`src/design/mau_pkg.sv`:
```
package mau_pkg;

    localparam int KIND_W = 3;
    localparam int OPND_W = 64;
    localparam int EXP_W  = 63;
    localparam int MOD_W  = 31;
    localparam int SGN_W  = 34;   // Bezout coefficients and q*v, |x| <= 2*modulus
    localparam int CNT_W  = 6;

    localparam logic [MOD_W-1:0] RESET_MODULUS = 31'd1000000007;

    localparam logic [KIND_W-1:0] KIND_ADD = 3'd0;
    localparam logic [KIND_W-1:0] KIND_SUB = 3'd1;
    localparam logic [KIND_W-1:0] KIND_MUL = 3'd2;
    localparam logic [KIND_W-1:0] KIND_DIV = 3'd3;
    localparam logic [KIND_W-1:0] KIND_NEG = 3'd4;
    localparam logic [KIND_W-1:0] KIND_POW = 3'd5;

    typedef enum logic [3:0] {
        ST_IDLE,
        ST_RED,
        ST_FIX,
        ST_OP,
        ST_MUL,
        ST_PCHK,
        ST_PMUL,
        ST_ECHK,
        ST_EDIV,
        ST_EUPD,
        ST_INV,
        ST_DONE
    } t_state;

    // One MSB-first step of a serial modular multiply: acc = 2*acc + bit*x mod m.
    function automatic logic [MOD_W-1:0] mm_step(
        input logic [MOD_W-1:0] acc,
        input logic [MOD_W-1:0] x,
        input logic             y_bit,
        input logic [MOD_W-1:0] m
    );
        logic [MOD_W:0] t;
        logic [MOD_W:0] s;
        t = {acc, 1'b0};
        if (t >= {1'b0, m}) begin
            t = t - {1'b0, m};
        end
        s = t + (y_bit ? {1'b0, x} : '0);
        if (s >= {1'b0, m}) begin
            s = s - {1'b0, m};
        end
        return s[MOD_W-1:0];
    endfunction

endpackage

```
`src/design/mau_in_if.sv`:
```
interface mau_in_if import mau_pkg::*; ();
    logic              valid;
    logic              ready;
    logic [KIND_W-1:0] kind;
    logic [OPND_W-1:0] operand_a;
    logic [OPND_W-1:0] operand_b;
    logic [EXP_W-1:0]  exponent;

    modport source (output valid, kind, operand_a, operand_b, exponent, input ready);
    modport sink   (input valid, kind, operand_a, operand_b, exponent, output ready);
endinterface

```
`src/design/mau_out_if.sv`:
```
interface mau_out_if import mau_pkg::*; ();
    logic             valid;
    logic             ready;
    logic [MOD_W-1:0] result;

    modport source (output valid, result, input ready);
    modport sink   (input valid, result, output ready);
endinterface

```
`src/design/modular_arithmetic_unit.sv`:
```
// Path from the accept edge: both operands reduce bit-serially and fold their signs; then
// add/sub/neg/spare kinds finish, mul runs one serial multiply, div runs Euclid steps and a
// multiply, power runs a paired multiply per exponent bit up to the top set bit; a modulus below 2 skips to done.
// Throughput: one item at a time, set by the bit-serial reducer, divider and the
// two multiply lanes; a finished result waits in the output register meanwhile.
// Reset: synchronous active low; modulus returns to 1000000007, control idles.
module modular_arithmetic_unit import mau_pkg::*; (
    input  logic             i_clk,
    input  logic             i_rst_n,
    input  logic             i_cfg_we,
    input  logic [MOD_W-1:0] i_cfg_wdata,
    mau_in_if.sink           i_in,
    mau_out_if.source        o_out
);

    t_state r_state, n_state;

    logic [MOD_W-1:0]  r_modulus;
    logic [CNT_W-1:0]  r_cnt, n_cnt;
    logic [KIND_W-1:0] r_kind, n_kind;

    // operand reduction: magnitudes shift out MSB first into remainders
    logic [OPND_W-1:0] r_sa, n_sa, r_sb, n_sb;
    logic              r_nega, n_nega, r_negb, n_negb;
    logic [MOD_W-1:0]  r_ra, n_ra, r_rb, n_rb;
    logic [EXP_W-1:0]  r_e, n_e;

    // two serial multiply lanes
    logic [MOD_W-1:0]  r_acc0, n_acc0, r_acc1, n_acc1;
    logic [MOD_W-1:0]  r_x0, n_x0, r_x1, n_x1;
    logic [MOD_W-1:0]  r_y0, n_y0, r_y1, n_y1;

    // extended Euclid
    logic [MOD_W-1:0]        r_ea, n_ea, r_eb, n_eb;
    logic [MOD_W-1:0]        r_rem, n_rem;
    logic signed [SGN_W-1:0] r_u, n_u, r_v, n_v, r_qv, n_qv;

    logic [MOD_W-1:0]  r_res, n_res;
    logic              r_ovalid, n_ovalid;
    logic [MOD_W-1:0]  r_ores, n_ores;

    logic              in_acc;
    logic              out_free;
    logic              last;

    assign in_acc   = i_in.valid && i_in.ready;
    assign out_free = !r_ovalid || o_out.ready;
    assign last     = (r_cnt == '0);

    // outputs
    always_comb begin
        i_in.ready   = (r_state == ST_IDLE);
        o_out.valid  = r_ovalid;
        o_out.result = r_ores;
    end

    // next state
    always_comb begin
        n_state = r_state;
        case (r_state)
            ST_IDLE: begin
                if (in_acc) begin
                    n_state = (r_modulus < MOD_W'(2)) ? ST_DONE : ST_RED;
                end
            end
            ST_RED:  if (last) n_state = ST_FIX;
            ST_FIX:  n_state = ST_OP;
            ST_OP: begin
                case (r_kind)
                    KIND_MUL: n_state = ST_MUL;
                    KIND_DIV: n_state = ST_ECHK;
                    KIND_POW: n_state = ST_PCHK;
                    default:  n_state = ST_DONE;
                endcase
            end
            ST_MUL:  if (last) n_state = ST_DONE;
            ST_PCHK: n_state = (r_e == '0) ? ST_DONE : ST_PMUL;
            ST_PMUL: if (last) n_state = ST_PCHK;
            ST_ECHK: n_state = (r_eb == '0) ? ST_INV : ST_EDIV;
            ST_EDIV: if (last) n_state = ST_EUPD;
            ST_EUPD: n_state = ST_ECHK;
            ST_INV:  n_state = ST_MUL;
            ST_DONE: if (out_free) n_state = ST_IDLE;
            default: n_state = ST_IDLE;
        endcase
    end

    // datapath
    always_comb begin
        logic [MOD_W:0]          ta, tb, sum;
        logic [MOD_W:0]          rem_t;
        logic                    qbit;
        logic signed [SGN_W-1:0] us;
        logic [MOD_W-1:0]        fa, fb;

        n_cnt  = r_cnt;   n_kind = r_kind;
        n_sa   = r_sa;    n_sb   = r_sb;
        n_nega = r_nega;  n_negb = r_negb;
        n_ra   = r_ra;    n_rb   = r_rb;   n_e = r_e;
        n_acc0 = r_acc0;  n_acc1 = r_acc1;
        n_x0   = r_x0;    n_x1   = r_x1;
        n_y0   = r_y0;    n_y1   = r_y1;
        n_ea   = r_ea;    n_eb   = r_eb;   n_rem = r_rem;
        n_u    = r_u;     n_v    = r_v;    n_qv  = r_qv;
        n_res  = r_res;
        n_ovalid = r_ovalid && !o_out.ready;
        n_ores   = r_ores;

        ta = '0; tb = '0; sum = '0; rem_t = '0; qbit = 1'b0; us = '0;
        fa = '0; fb = '0;

        case (r_state)
            ST_IDLE: begin
                if (in_acc) begin
                    // take magnitudes; the most negative value maps to 2^63 unchanged
                    n_kind = i_in.kind;
                    n_nega = i_in.operand_a[OPND_W-1];
                    n_negb = i_in.operand_b[OPND_W-1];
                    n_sa   = i_in.operand_a[OPND_W-1] ? (~i_in.operand_a + 1'b1)
                                                      : i_in.operand_a;
                    n_sb   = i_in.operand_b[OPND_W-1] ? (~i_in.operand_b + 1'b1)
                                                      : i_in.operand_b;
                    n_e    = i_in.exponent;
                    n_ra   = '0;
                    n_rb   = '0;
                    n_res  = '0;
                    n_cnt  = CNT_W'(OPND_W - 1);
                end
            end
            ST_RED: begin
                ta = {r_ra, r_sa[OPND_W-1]};
                tb = {r_rb, r_sb[OPND_W-1]};
                if (ta >= {1'b0, r_modulus}) ta = ta - {1'b0, r_modulus};
                if (tb >= {1'b0, r_modulus}) tb = tb - {1'b0, r_modulus};
                n_ra  = ta[MOD_W-1:0];
                n_rb  = tb[MOD_W-1:0];
                n_sa  = {r_sa[OPND_W-2:0], 1'b0};
                n_sb  = {r_sb[OPND_W-2:0], 1'b0};
                n_cnt = r_cnt - 1'b1;
            end
            ST_FIX: begin
                // negative operand with nonzero residue folds to m - r
                n_ra = (r_nega && r_ra != '0) ? r_modulus - r_ra : r_ra;
                n_rb = (r_negb && r_rb != '0) ? r_modulus - r_rb : r_rb;
            end
            ST_OP: begin
                n_cnt  = CNT_W'(MOD_W - 1);
                n_acc0 = '0;
                n_x0   = r_ra;
                n_y0   = r_rb;
                case (r_kind)
                    KIND_ADD: begin
                        sum = {1'b0, r_ra} + {1'b0, r_rb};
                        if (sum >= {1'b0, r_modulus}) sum = sum - {1'b0, r_modulus};
                        n_res = sum[MOD_W-1:0];
                    end
                    KIND_SUB: begin
                        n_res = (r_ra >= r_rb) ? r_ra - r_rb : r_ra + (r_modulus - r_rb);
                    end
                    KIND_NEG: begin
                        n_res = (r_ra != '0) ? r_modulus - r_ra : '0;
                    end
                    KIND_DIV: begin
                        n_ea = r_rb;
                        n_eb = r_modulus;
                        n_u  = SGN_W'(1);
                        n_v  = '0;
                    end
                    KIND_POW: begin
                        // base in ra, running product in rb
                        n_rb = MOD_W'(1);
                    end
                    default: n_res = '0;
                endcase
            end
            ST_MUL: begin
                n_acc0 = mm_step(r_acc0, r_x0, r_y0[MOD_W-1], r_modulus);
                n_y0   = {r_y0[MOD_W-2:0], 1'b0};
                n_cnt  = r_cnt - 1'b1;
                if (last) n_res = mm_step(r_acc0, r_x0, r_y0[MOD_W-1], r_modulus);
            end
            ST_PCHK: begin
                // lane 0: product * base, lane 1: base * base
                n_res  = r_rb;
                n_acc0 = '0;
                n_acc1 = '0;
                n_x0   = r_ra;
                n_y0   = r_rb;
                n_x1   = r_ra;
                n_y1   = r_ra;
                n_cnt  = CNT_W'(MOD_W - 1);
            end
            ST_PMUL: begin
                fa = mm_step(r_acc0, r_x0, r_y0[MOD_W-1], r_modulus);
                fb = mm_step(r_acc1, r_x1, r_y1[MOD_W-1], r_modulus);
                n_acc0 = fa;
                n_acc1 = fb;
                n_y0   = {r_y0[MOD_W-2:0], 1'b0};
                n_y1   = {r_y1[MOD_W-2:0], 1'b0};
                n_cnt  = r_cnt - 1'b1;
                if (last) begin
                    if (r_e[0]) n_rb = fa;
                    n_ra = fb;
                    n_e  = {1'b0, r_e[EXP_W-1:1]};
                end
            end
            ST_ECHK: begin
                n_rem = '0;
                n_qv  = '0;
                n_cnt = CNT_W'(MOD_W - 1);
            end
            ST_EDIV: begin
                // restoring divide of ea by eb, folding q*v in as quotient bits appear
                rem_t = {r_rem, r_ea[MOD_W-1]};
                qbit  = (rem_t >= {1'b0, r_eb});
                if (qbit) rem_t = rem_t - {1'b0, r_eb};
                n_rem = rem_t[MOD_W-1:0];
                n_ea  = {r_ea[MOD_W-2:0], 1'b0};
                n_qv  = (r_qv <<< 1) + (qbit ? r_v : SGN_W'(0));
                n_cnt = r_cnt - 1'b1;
            end
            ST_EUPD: begin
                n_ea = r_eb;
                n_eb = r_rem;
                n_u  = r_v;
                n_v  = r_u - r_qv;
            end
            ST_INV: begin
                // bring the Bezout coefficient into 0..m-1
                us = r_u + (r_u[SGN_W-1] ? SGN_W'(r_modulus) : SGN_W'(0));
                if (us >= SGN_W'(r_modulus)) us = us - SGN_W'(r_modulus);
                n_acc0 = '0;
                n_x0   = r_ra;
                n_y0   = us[MOD_W-1:0];
                n_cnt  = CNT_W'(MOD_W - 1);
            end
            ST_DONE: begin
                if (out_free) begin
                    n_ovalid = 1'b1;
                    n_ores   = r_res;
                end
            end
            default: ;
        endcase
    end

    always_ff @(posedge i_clk) begin
        if (!i_rst_n) begin
            r_state   <= ST_IDLE;
            r_ovalid  <= 1'b0;
            r_modulus <= RESET_MODULUS;
        end else begin
            r_state  <= n_state;
            r_ovalid <= n_ovalid;
            if (i_cfg_we) r_modulus <= i_cfg_wdata;
        end
    end

    always_ff @(posedge i_clk) begin
        r_cnt  <= n_cnt;   r_kind <= n_kind;
        r_sa   <= n_sa;    r_sb   <= n_sb;
        r_nega <= n_nega;  r_negb <= n_negb;
        r_ra   <= n_ra;    r_rb   <= n_rb;   r_e <= n_e;
        r_acc0 <= n_acc0;  r_acc1 <= n_acc1;
        r_x0   <= n_x0;    r_x1   <= n_x1;
        r_y0   <= n_y0;    r_y1   <= n_y1;
        r_ea   <= n_ea;    r_eb   <= n_eb;   r_rem <= n_rem;
        r_u    <= n_u;     r_v    <= n_v;    r_qv  <= n_qv;
        r_res  <= n_res;   r_ores <= n_ores;
    end

`ifndef ASSERT_OFF
    a_res_range: assert property (@(posedge i_clk) disable iff (!i_rst_n)
        r_ovalid |-> (r_ores < r_modulus || r_modulus < MOD_W'(2)))
        else $error("result not below modulus");

    a_rem_range: assert property (@(posedge i_clk) disable iff (!i_rst_n)
        r_state == ST_EDIV |-> r_rem < r_eb)
        else $error("divider remainder out of range");

    a_lane_range: assert property (@(posedge i_clk) disable iff (!i_rst_n)
        r_state == ST_PMUL |-> (r_acc0 < r_modulus && r_acc1 < r_modulus))
        else $error("multiply lane out of range");

    a_one_item: assert property (@(posedge i_clk) disable iff (!i_rst_n)
        in_acc |=> !i_in.ready)
        else $error("second item taken while busy");
`endif

endmodule
```
`src/flat_wrapper.sv`:
```
// flat-port wrapper written by rule: the top's interface ports become plain ports
module modular_arithmetic_unit_flat import mau_pkg::*;
  (i_clk, i_rst_n, i_cfg_we, i_cfg_wdata, i_in_valid, i_in_kind, i_in_operand_a, i_in_operand_b, i_in_exponent, i_in_ready, o_out_valid, o_out_result, o_out_ready);
  mau_in_if i_in_i ();
  mau_out_if o_out_i ();
  input  logic i_clk;
  input  logic i_rst_n;
  input  logic i_cfg_we;
  input  logic [MOD_W-1:0] i_cfg_wdata;
  input wire logic [$bits(i_in_i.valid)-1:0] i_in_valid;
  input wire logic [$bits(i_in_i.kind)-1:0] i_in_kind;
  input wire logic [$bits(i_in_i.operand_a)-1:0] i_in_operand_a;
  input wire logic [$bits(i_in_i.operand_b)-1:0] i_in_operand_b;
  input wire logic [$bits(i_in_i.exponent)-1:0] i_in_exponent;
  output wire logic [$bits(i_in_i.ready)-1:0] i_in_ready;
  output wire logic [$bits(o_out_i.valid)-1:0] o_out_valid;
  output wire logic [$bits(o_out_i.result)-1:0] o_out_result;
  input wire logic [$bits(o_out_i.ready)-1:0] o_out_ready;
  assign i_in_i.valid = i_in_valid;
  assign i_in_i.kind = i_in_kind;
  assign i_in_i.operand_a = i_in_operand_a;
  assign i_in_i.operand_b = i_in_operand_b;
  assign i_in_i.exponent = i_in_exponent;
  assign i_in_ready = i_in_i.ready;
  assign o_out_valid = o_out_i.valid;
  assign o_out_result = o_out_i.result;
  assign o_out_i.ready = o_out_ready;
  modular_arithmetic_unit u_core (.i_clk(i_clk), .i_rst_n(i_rst_n), .i_cfg_we(i_cfg_we), .i_cfg_wdata(i_cfg_wdata), .i_in(i_in_i), .o_out(o_out_i));
endmodule
```
`config.mk`:
```
export PLATFORM = sky130hd
export DESIGN_NAME = modular_arithmetic_unit_flat
export DESIGN_NICKNAME = d
export VERILOG_FILES = /design/src/design/mau_pkg.sv /design/src/design/mau_in_if.sv /design/src/design/mau_out_if.sv /design/src/design/modular_arithmetic_unit.sv /design/src/flat_wrapper.sv
export SDC_FILE = /design/constraint.sdc
export NUM_CORES = 2
export LEC_CHECK = 0
export BUFFER_PORTS_ARGS = -buffer_cell sky130_fd_sc_hd__buf_4
export CAP_MARGIN = 30
export CELL_PAD_IN_SITES_DETAIL_PLACEMENT = 1
export CELL_PAD_IN_SITES_GLOBAL_PLACEMENT = 2
export CORE_ASPECT_RATIO = 0.75
export CORE_MARGIN = 1.5
export CORE_UTILIZATION = 29
export CTS_BUF_LIST = sky130_fd_sc_hd__clkbuf_8
export DETAILED_ROUTE_END_ITERATION = 8
export GPL_ROUTABILITY_DRIVEN = 0
export GPL_TIMING_DRIVEN = 1
export HOLD_SLACK_MARGIN = 0.15
export PLACE_DENSITY_LB_ADDON = 0.1
export SYNTH_ARGS = -nofsm -noshare
export SYNTH_HDL_FRONTEND = slang
export SYNTH_SLANG_ARGS = --single-unit
```
`constraint.sdc`:
```
create_clock -name i_clk -period 22 [get_ports i_clk]
set_input_delay 4.4 -clock i_clk [delete_from_list [all_inputs] [get_ports i_clk]]
set_output_delay 4.4 -clock i_clk [all_outputs]
set_load 0.02 [all_outputs]
```
# Yosys cells after proc, flatten, opt, wreduce, memory -nomap -nowiden
# Cells that the tools add are included.
[word_totals] elab_cells=210 reg_bits=743 output_inout_bits=33 inputBits=230
[op_classes] magnitude_cmp=13 eq_ne=28 reduce_logical=43 add_sub_neg=26 muxes=72 bitwise=2
[ops] cell="2-to-1 mux 31 bit" count=24
[ops] cell="case mux 31 bit (4 select lines)" count=3
[ops] cell="subtractor 31 bit" count=12
[ops] cell=">= comparator 32 x 31 -> 1 bit" count=10
[ops] cell="case mux 31 bit (3 select lines)" count=3
[ops] cell="2-to-1 mux 64 bit" count=4
[ops] cell="case mux 64 bit (2 select lines)" count=2
[ops] cell="case mux 31 bit (2 select lines)" count=4
[ops] cell="2-to-1 mux 32 bit" count=7
[ops] cell="case mux 34 bit (2 select lines)" count=3
[ops] cell="case mux 31 bit (5 select lines)" count=1
[ops] cell="adder 32 x 31 -> 32 bit" count=4
[ops] cell="adder 64 x 1 -> 64 bit, second input constant" count=2
[ops] cell="NOT 64 bit" count=2
[ops] cell="2-to-1 mux 63 bit" count=2
[ops] cell="case mux 63 bit (2 select lines)" count=1
[ops] cell="2-to-1 mux 34 bit" count=3
[ops] cell="subtractor 32 x 31 -> 32 bit" count=2
[ops] cell="logical NOT 63 bit" count=1
[ops] cell="nonzero test 31 bit" count=2
[ops] cell="case mux 4 bit (12 select lines)" count=1
[ops] cell="adder 34 x 31 -> 34 bit" count=1
[ops] cell="adder 34 bit" count=1
[ops] cell=">= comparator 34 x 31 -> 1 bit" count=1
[ops] cell="39 further kinds" count=88

# Longest topological paths before layout
[depth] depth_word=9 depth_mapped=39 depth_no_buf=35

# Worst setup path before layout
# Ideal clock, no wire load.
[synth_path] path_type="register -> register" startpoint="register u_core.r_modulus[1]" endpoint="register u_core.r_res[20], data pin" slack_ps=13572 setup_ps=277 path_buffers=4 stages_incl_launch_ff=36 required_ps=21723 arrival_ps=8151 period_less_slack_ps=8428 cell_sequence="dfxtp_1 -> inv_1 -> fa_1 -> a21o_1 -> a21oi_1 -> o21ai_0 -> a21oi_1 -> o21ai_0 -> nand3_1 -> nand2_1 -> clkbuf_1 -> clkbuf_1 -> mux2_2 -> fa_1 -> a211oi_1 -> o211a_1 -> o31ai_1 -> a22oi_1 -> o21ai_0 -> a21oi_1 -> xnor2_1 -> ha_1 -> and3_1 -> nand4_1 -> nand2b_1 -> a2111oi_0 -> nor4b_1 -> o41ai_1 -> a31oi_1 -> o221ai_1 -> a2111oi_0 -> a21o_1 -> buf_2 -> buf_2 -> mux2i_1 -> o221ai_1"
[synth_via] elab_chain_len=9 word_cells_on_any_way=20 classes_between="add/sub (7); order compare (3); mux (10)"
[synth_lines] item="from (decl)" line="modular_arithmetic_unit.sv:18" text="logic [MOD_W-1:0] r_modulus;"
[synth_lines] item="from (signal assigned)" line="modular_arithmetic_unit.sv:255" text="if (i_cfg_we) r_modulus <= i_cfg_wdata;"
[synth_lines] item="subtractor 32 x 31 -> 32 bit / >= comparator 32 x 31 -> 1 bit (equally long branches)" line="mau_pkg.sv:45, mau_pkg.sv:44"
[synth_lines] item="2-to-1 mux 32 bit" line="mau_pkg.sv:44" text="if (t >= {1'b0, m}) begin"
[synth_lines] item="2-to-1 mux 32 bit" line="modular_arithmetic_unit.sv:180" text="if (last) n_res = mm_step(r_acc0, r_x0, r_y0[MOD_W-1], r_modulus);"
[synth_lines] item="2-to-1 mux 32 bit" line="modular_arithmetic_unit.sv:112" text="case (r_state)"
[synth_lines] item="adder 32 x 31 -> 32 bit" line="mau_pkg.sv:47" text="s = t + (y_bit ? {1'b0, x} : '0);"
[synth_lines] item="subtractor 31 bit / >= comparator 32 x 31 -> 1 bit (equally long branches)" line="mau_pkg.sv:49, mau_pkg.sv:48"
[synth_lines] item="2-to-1 mux 31 bit" line="mau_pkg.sv:48" text="if (s >= {1'b0, m}) begin"
[synth_lines] item="2-to-1 mux 31 bit" line="modular_arithmetic_unit.sv:180"
[synth_lines] item="case mux 31 bit (4 select lines) (*)" line="modular_arithmetic_unit.sv:112"
[synth_lines] item="named net u_core.n_res[20]" line="modular_arithmetic_unit.sv:38" text="logic [MOD_W-1:0] r_res, n_res;"
[synth_lines] item="to (signal assigned)" line="modular_arithmetic_unit.sv:269" text="r_res <= n_res; r_ores <= n_ores;"
[synth_lines] item="to (decl)" line="modular_arithmetic_unit.sv:38"
# The timed path passes the listed nets; every way through them passes the cells marked *. The select of a mux whose other input is x is not followed.
# A chain may end at the register's enable or synchronous reset.

# Worst setup path in the final report
[layout_path] startpoint="register u_core.r_modulus[25]" endpoint="register u_core.r_rb[5], data pin"
[layout_via] elab_chain_len=9 word_cells_on_any_way=13 classes_between="add/sub (3); order compare (3); mux (7)"
[layout_lines] item="subtractor 32 x 31 -> 32 bit / >= comparator 32 x 31 -> 1 bit (equally long branches)" line="mau_pkg.sv:45, mau_pkg.sv:44"
[layout_lines] item="2-to-1 mux 32 bit" line="mau_pkg.sv:44"
[layout_lines] item="2-to-1 mux 32 bit" line="modular_arithmetic_unit.sv:112"
[layout_lines] item="adder 32 x 31 -> 32 bit" line="mau_pkg.sv:47"
[layout_lines] item=">= comparator 32 x 31 -> 1 bit / subtractor 31 bit (equally long branches)" line="mau_pkg.sv:48, mau_pkg.sv:49"
[layout_lines] item="2-to-1 mux 31 bit" line="mau_pkg.sv:48"
[layout_lines] item="2-to-1 mux 31 bit" line="modular_arithmetic_unit.sv:202" text="if (r_e[0]) n_rb = fa;"
[layout_lines] item="2-to-1 mux 31 bit" line="modular_arithmetic_unit.sv:201" text="if (last) begin"
[layout_lines] item="case mux 31 bit (5 select lines) (*)" line="modular_arithmetic_unit.sv:112"
[layout_lines] item="named net u_core.n_rb[5]" line="modular_arithmetic_unit.sv:25" text="logic [MOD_W-1:0] r_ra, n_ra, r_rb, n_rb;"
[layout_lines] item="to (signal assigned)" line="modular_arithmetic_unit.sv:263" text="r_ra <= n_ra; r_rb <= n_rb; r_e <= n_e;"
[layout_lines] item="to (decl)" line="modular_arithmetic_unit.sv:25"
# Marked as above.

==> results.txt <==
Post-Place Setup Slack: 11.76 ns
synthesized area: 64700 um2
Die X: 549 um
Area contributors post-synth: edfxtp_1 (33%), ha_1 (11%), xnor2_1 (4.9%)
TNS Setup: 0 ns
DRC Markers: 0
pwr dens: 173 nW/um2
Routed WL: 310000 um
WS Path Type: flip-flop to flip-flop
Setup Skew: 0.117 ns
fin cells: 10.7k
total setup buffers inserted after CTS: 0
Power Total: 12.8 mW
share of cells above drive strength 1: 10.2%
DR vias: 60.3k
drt wl/cell: 28.9 um
NetSw: 6.71 mW
Post-DRT Antenna Nets: 0
status: finished, final reports clean
grt ovf: 0
Hold/Removal Path Class: flip-flop to flip-flop
global-route wire length before repair: 435000 um
crit-path max cell delay: 0.82 ns
Sw Share: 52.4%
synthesized flop and latch total: 743
Slew Viols, Final: 0
largest buffer count on any clock path: 4
row count: 149
CP Capture Type: flip-flop
met2 Use GR: 35.6%
total core area: 221000 um2
top_reg_cell synth: edfxtp_1
worst r2r src: u_core.r_modulus[25]
initial antenna violation count: 21
largest net degree at the start of global routing: 213
CP Launch Point: u_core.r_modulus[25]
overall routing resource usage: 26.6%
Root Driver: clkbuf_8
vias per cell: 5.62
yosys synthesis warning count: 0
Post-synth EDFFs: 707
I/O Buffers: 262
Netlist cell types: 91
Placed Cells: 10.5k
initial DRC count: 5968
Finish-stage setup viols: 0
Int Pwr: 6.10 mW
final core occ: 33.6%
Lkg Pwr: 30.2 nW
initial core utilization: 29.3%
Worst path slowest cell: a2111oi_0
CTS Hold Bufs: 0
grt met1 use: 41.7%
Crit Path Max Fanout: 47
Syn-to-layout area delta: 14.6%
nets: 8514
GRT busiest layer: met1
Clock Power Share: 11.5%
die height: 412 um
RSZ-0062 raised after global routing: no
Rel. slew slack: 28.4%
CTS Buf Count: 156
Comb power frac: 69.5%
Synth area leader: edfxtp_1
Hold Crit Start: u_core.r_res[9]
setup ws final: 11.56 ns
number of max-cap violations: 0
Cells after Synth: 7311
ys async rst share: 0%
Global Route met3 Usage: 5.58%
vias in the first global route: 59.1k
Post-Syn Area per Cell: 8.85 um2
later-pin clock latency in the skew report: 0.94 ns
top-level I/O count: 263
fin crit period: 10.44 ns
fin crit share: 47.5%
CTS Sinks: 743
Synth top area share: 32.8%
CTS tree: yes
DP HPWL: 242000 um
arrival time worst endpoint: 11.02 ns
H-tree depth: 4
startpoint type of the worst setup path: flip-flop
Fmax: 95.8 MHz
PostCTS Resize Cnt: 0
CTS clk-pin slew, worst paths: 0.06 ns
Worst VDD drop: 206 uV
post-synthesis net count: 8153
Flop pwr share: 19.0%
Pre-antenna DRT Iters: 6
fillcell total: 25.6k
Die Area: 226000 um2
sequential share of the synthesized area: 33.9%
CP required: 22.58 ns
Worst Tran Pin Value: 1.06 ns
Fin. Hold Viols: 0
-- cells by family after synthesis --
logic type	synth area share, %
simple gates	16.9
compound gates	22.3
flops	33.9
buf+inv	3.76
xor+xnor	8.43
fa+ha+maj	12.0
mux	2.65
-- routing by layer --
| layer | up-vias | wire length, um |
|---|---|---|
| met2 | 2057 | 117000 |
| met5 | - | 50 |
| met3 | 336 | 25200 |
| li1 | 27793 | - |
| met1 | 30155 | 159000 |
| met4 | 8 | 8610 |
-- power groups by stage --
stage | Sequential (mW) | Combinational (mW) | Clock [mW]
2_1_floorplan | 2.38 | 5.84 | 0
3_3_place_gp | 2.44 | 8.55 | 0
3_5_place_dp | 2.44 | 8.63 | 0
4_1_cts | 2.42 | 8.68 | 1.53
5_1_grt | 2.46 | 9.60 | 1.58
6_report | 2.43 | 8.91 | 1.48
-- registers in the layout, indices dropped and copies added (netlist names), 4 cells and up --
name and cells:
u_core.r_acc0 31, u_core.r_rb 31, u_core.o_out.result 31, u_core.r_ra 31, u_core.r_x0 31, u_core.r_u 34, u_core.r_v 34, u_core.r_sa 64
u_core.r_rem 31, u_core.r_sb 64, u_core.r_acc1 31, u_core.r_res 31, u_core.r_qv 34, u_core.r_state 4, u_core.r_eb 31, u_core.r_e 63
u_core.r_cnt 6, u_core.r_y0 31, u_core.r_y1 31, u_core.r_modulus 31, u_core.r_ea 31, u_core.r_x1 31
-- path summary, 6_finish.rpt --
path	depth (start not counted)	slack [ns]	to
max	33	11.56	u_core.r_rb[5]
min	0	0.43	u_core.o_out.result[9]
min reg2reg	0	0.43	u_core.o_out.result[9]
max reg2reg	33	11.56	u_core.r_rb[5]
-- per-stage QoR --
step,hold slack [ns],instance area (um2)
finish,0.430,74200
floorplan,0.400,64700
detailed placement,0.411,71100
global placement,0.409,71100
CTS,0.430,74000
global route,0.437,74200
-- synth_stat cells (all sizes together), types with 81 or more instances --
cell	instances
a21o	248
a21oi	571
and2	165
and3	81
clkbuf	240
edfxtp	707
ha	593
inv	385
mux2i	133
nand2	766
nand2b	88
nand3	118
nor2	556
nor2b	93
nor3	96
o21a	85
o21ai	573
o31ai	82
xnor2	362
xor2	261
-- cell type report --
cell class,count,area (um2),share of cell area [%]
sequential,743,22000,29.6
inverter,386,1450,1.95
antenna,14,35.0,0.0472
clock buffer,168,2310,3.12
timing repair buffer,463,3570,4.81
clock inverter,106,582,0.784
tap,2944,3680,4.97
multi-input combinational,5922,40600,54.7
-- cell usage in the layout, fill, tap and decap left out, types with 165 or more instances in the layout --
| cell | netlist | layout |
|---|---|---|
| xor2_1 | 261 | 261 |
| xnor2_1 | 362 | 362 |
| and2_1 | 165 | 165 |
| nor2_1 | 556 | 547 |
| o21ai_0 | 534 | 529 |
| clkbuf_8 | 0 | 168 |
| nand2_1 | 766 | 758 |
| inv_1 | 384 | 426 |
| ha_1 | 593 | 593 |
| buf_4 | 0 | 448 |
| a21oi_1 | 571 | 569 |
| a21o_1 | 248 | 247 |
| edfxtp_1 | 707 | 707 |
-- critical path, delay by kind of cell (launching register included) --
kind                       cells  cell delay, ns
adders and majority gates      3            1.08
DFF                            1            0.30
muxes                          2            0.72
and+or+nand+nor                6            1.16
AOI/OAI and AO/OA             17            5.49
buffers and inverters          4            1.13
xor gates and xnor gates       1            0.18
Note: power is estimated with default switching activity, not from simulation.
